**config.mk**
```make
export PLATFORM = sky130hd
export DESIGN_NAME = sact_ctrl
export DESIGN_NICKNAME = d
export VERILOG_FILES = /design/src/hw/rtl/sact_pkg.sv /design/src/hw/rtl/sact_ctrl.sv
export SDC_FILE = /design/constraint.sdc
export NUM_CORES = 1
export LEC_CHECK = 0
export BUFFER_PORTS_ARGS = -buffer_cell sky130_fd_sc_hd__buf_4
export CAP_MARGIN = 20
export CORE_AREA = 2 2 39 41
export CTS_CLUSTER_DIAMETER = 30
export DETAILED_ROUTE_END_ITERATION = 6
export DIE_AREA = 0 0 41 43
export SLEW_MARGIN = 10
export SYNTH_ARGS = -nofsm -noshare
export SYNTH_HDL_FRONTEND = slang
export SYNTH_SLANG_ARGS = --single-unit
```
**constraint.sdc**
```tcl
create_clock -name clk -period 2.2 [get_ports clk]
set_input_delay 0.22 -clock clk [delete_from_list [all_inputs] [get_ports clk]]
set_output_delay 0.22 -clock clk [all_outputs]
set_load 0.01 [all_outputs]
```
**src/hw/rtl/sact_pkg.sv**
```systemverilog
// Package for the set-associative cache tag model: payload types and constants.
// No dependencies; used by all modules of the block.
package sact_pkg;
	localparam int BLOCK_SHIFT = 6;
	localparam int TAG_W = 64 - BLOCK_SHIFT;
	localparam int CFG_W = 4;

	localparam logic [1:0] REG_FIFO_MODE   = 2'd0;
	localparam logic [1:0] REG_WRITE_BACK  = 2'd1;
	localparam logic [1:0] REG_WAYS_IN_USE = 2'd2;
	localparam logic [1:0] REG_SET_BITS    = 2'd3;

	localparam logic OP_READ  = 1'b0;
	localparam logic OP_WRITE = 1'b1;

	typedef struct packed {
		logic        opcode;
		logic [63:0] address;
	} in_item_t;

	typedef struct packed {
		logic        hit;
		logic        memory_read;
		logic        memory_write;
		logic [31:0] hit_total;
		logic [31:0] miss_total;
		logic [31:0] read_total;
		logic [31:0] write_total;
	} out_item_t;

	// Controller to datapath commands.
	typedef struct packed {
		logic load;
		logic update;
	} sact_cmd_t;

	// Datapath to controller status.
	typedef struct packed {
		logic clearing;
	} sact_sts_t;
endpackage

```
**src/hw/rtl/sact_ctrl.sv**
```systemverilog
// Controller of the cache tag model: sequences read, compare/update and output.
// Depends on sact_pkg.
module sact_ctrl (
	input  logic                clk,
	input  logic                arst_n,
	input  logic                in_valid,
	output logic                in_ready,
	output logic                out_valid,
	input  logic                out_ready,
	input  sact_pkg::sact_sts_t sts,
	output sact_pkg::sact_cmd_t cmd
);
	import sact_pkg::*;

	localparam logic [1:0] ST_IDLE = 2'd0;
	localparam logic [1:0] ST_LOOK = 2'd1;
	localparam logic [1:0] ST_OUT  = 2'd2;

	logic [1:0] state_q;
	logic       free;

	// The output register is free when empty or being drained this cycle.
	assign free = !out_valid || out_ready;
	assign in_ready = (state_q == ST_IDLE) && !sts.clearing;
	assign cmd.load = in_valid && in_ready;
	assign cmd.update = (state_q == ST_LOOK) && free;

	always_ff @(posedge clk or negedge arst_n) begin
		if (!arst_n) begin
			state_q <= ST_IDLE;
			out_valid <= 1'b0;
		end else begin
			if (out_ready) out_valid <= 1'b0;
			unique case (state_q)
				ST_IDLE: if (cmd.load) state_q <= ST_LOOK;
				ST_LOOK: if (free) state_q <= ST_OUT;
				ST_OUT: begin
					out_valid <= 1'b1;
					state_q <= ST_IDLE;
				end
				default: state_q <= ST_IDLE;
			endcase
		end
	end

	property p_no_accept_busy;
		@(posedge clk) disable iff (!arst_n) (state_q != ST_IDLE) |-> !in_ready;
	endproperty
	a_no_accept_busy: assert property (p_no_accept_busy) else $error("accept while busy");

	property p_update_after_load;
		@(posedge clk) disable iff (!arst_n) cmd.load |=> (state_q == ST_LOOK);
	endproperty
	a_update_after_load: assert property (p_update_after_load) else $error("bad sequence");

	property p_out_hold;
		@(posedge clk) disable iff (!arst_n) (out_valid && !out_ready) |=> out_valid;
	endproperty
	a_out_hold: assert property (p_out_hold) else $error("result dropped");
endmodule

```
==> results.cfg <==
[run_status]
status = completed

[synth]
synth-compound-area-share_pct = 10.8
synth_commonest_cells = dfrtp_1, and3_2, inv_1
yosys.area_share.xor_xnor_pct = 0
ys_ff_latch = 3
synth_most_common_cell = dfrtp_1
postSynth.asyncResetShare_pct = 100
syn_inst = 12
synth_fa_ha_area_share_pct = 0
syn_area_sq_um = 139
synth_cell_types = 8
seq_area_frac_synth_pct = 54.1
synth_warnings = 0
synth_top_family_by_area = simple AND/OR/NAND/NOR gates
yosysTopAreaCellShare_pct = 54.1
synth.area.top_cells = dfrtp_1, and3_2, nor4b_2
avgSynthCellArea_sq_um = 11.6
muxShareOfSynthArea_pct = 0
synth_enable_flop_cells = 0
synth_ff_type = dfrtp_1
synth_simple_gate_area_share_pct = 29.7
synth.largest_area_cell = dfrtp_1
synth_fp_nets = 17

[sta]
finalWorstSetupSlack_ns = 0.789
skew_ns = 0.000452
rsz0062_at_grt = no
hold_viol = 0
slew_viol_final = 0
tightest_slew_ns = 0.292
fin_setup_tns_ns = 0
fin_crit_sh_pct = 64.1
timing.fmax_mhz = 709
fin_crit_ns = 1.41
relSlewSlack_pct = 80.5
setup_viol = 0

[layout]
fin_cells = 41
finalCoreUtilization_pct = 18.4
nNetsFinal = 31
diodes = 0
drive_above_1_share_pct = 56.0
area_growth_pct = 83.8

[setup_path]
endpoint_kind = primary output
required_ns = 1.98
start_kind = register
critPathMaxFanout = 6
crit_arrival_ns = 1.19
critical_path_class = reg -> out

[placement]
io_buffers = 8
dp_cells = 36
globalplace.congestion = 0.557
dp_slack_ns = 1.03

[power]
pwr-share-comb_pct = 19.8
internal_power_w = 0.000154
switching_share_pct = 24.2
seq_power_share_pct = 33.9
clockPowerShare_pct = 46.3
ir_drop_uv = 159
total_power_w = 0.000204
switching_power_w = 0.0000494
total_leakage_power_nw = 0.134
powerDensity_mw_per_mm2 = 798

[routing]
drc = 0
detail-route-antenna-nets = 0
first_pass_iters = 1
wirelength_um = 285
wl_met2_um = 150
wl_met1_um = 103
vias_per_cell = 3.10
wire_per_inst_um = 6.95
vias = 127
wl_met3_um = 31
dr.first_iter.drc_count = 0
top_layer_used = met3

[clocking]
cts_hold_buf = 1
cts_tree = yes
clock_latency_ns = 0.23
cts_max_level = 1
cts_made_buffers = 3
clkTransAtPathRegs_ns = 0.04
cts_resized = 0
cts_setup_buffers = 0
root_buffer = clkbuf_4
cts_sinks = 3
cts_buffer_depth = 2

[global_route]
grt_max_degree = 7
grt_pass1_wl_um = 414
antenna_found_initial = 0
grt_pass1_vias = 130
grtUsageTotal_pct = 4.13
grt-ovfl-total = 0

[job]
max_cap_viol_count = 0

[die]
die_w_um = 41
dieArea_sq_mm = 0.00176
core_area_sq_mm = 0.00138
start_util_pct = 10.0
dieHeight_um = 43
rows = 14
ios = 9

[hold_path]
hold_class = in -> async
[stage by stage]
stage	instance area, sq um	hold slack (ns)
after floorplan	139	-0.0756
after global placement	219	0.0102
after detailed placement	219	0.0116
after CTS	255	0.316
after global routing	255	0.343
final	255	0.318
[area by class of cell]
class,count,area (sq um)
Tap cell,16,20.0
Sequential cell,3,75.1
Timing Repair Buffer,9,70.1
Fill cell,148,1130
Multi-Input combinational cell,7,56.3
Inverter,2,7.51
Clock buffer,4,26.3
[cell usage in the layout (no fill, tap or decap)]
master	Yosys	layout
a41o_1	1	1
and3_2	2	2
buf_4	0	8
clkbuf_1	0	1
clkbuf_4	0	3
dfrtp_1	3	3
dlygate4sd3_1	0	1
inv_1	2	2
nand2b_1	1	1
nor3_1	1	1
nor4b_2	1	1
o21ai_0	1	1
[critical path: stages (launching register included)]
cell and delay [ns]:
dfrtp_1 0.42, nor4b_2 0.36, buf_4 0.18
[registers in the layout, indices dropped and copies added (netlist names)]
register,flops
state_q,2
out_valid,1
[routing by layer]
metal / GRT usage (%) / vias to the layer above
met1: 3.58 / 54
met2: 4.69 / 4
met3: 3.14 / 0
met5: 0 / -
met4: 6.00 / 0
li1: - / 69
[kinds of logic (layout without fill, tap and decap cells)]
group,after synthesis,in the layout
flip-flops,3,3
AO/OA/AOI/OAI,2,2
AND/OR/NAND/NOR,5,5
buffers and inverters,2,15
[power groups by stage]
stage | clock network [W] | logic, W | registers [W]
final | 0.0000944 | 0.0000403 | 0.0000690
after global routing | 0.000100 | 0.0000444 | 0.0000700
after CTS | 0.0000999 | 0.0000411 | 0.0000691
after detailed placement | 0 | 0.0000395 | 0.0000698
after global placement | 0 | 0.0000393 | 0.0000698
after floorplan | 0 | 0.0000159 | 0.0000706
[path summary, 6_finish.rpt]
path / start / depth (start not counted) / end / slack, ns
max: state_q[0] / 2 / cmd[1] / 0.79
min: arst_n / 2 / out_valid / 0.32
max reg2reg: state_q[0] / 2 / state_q[0] / 1.22
min reg2reg: out_valid / 2 / out_valid / 0.55
max in group asynchronous: arst_n / 2 / state_q[1] / 1.79
min in group clk: out_ready / 3 / out_valid / 0.32
Power figures use the tool's default switching activity.
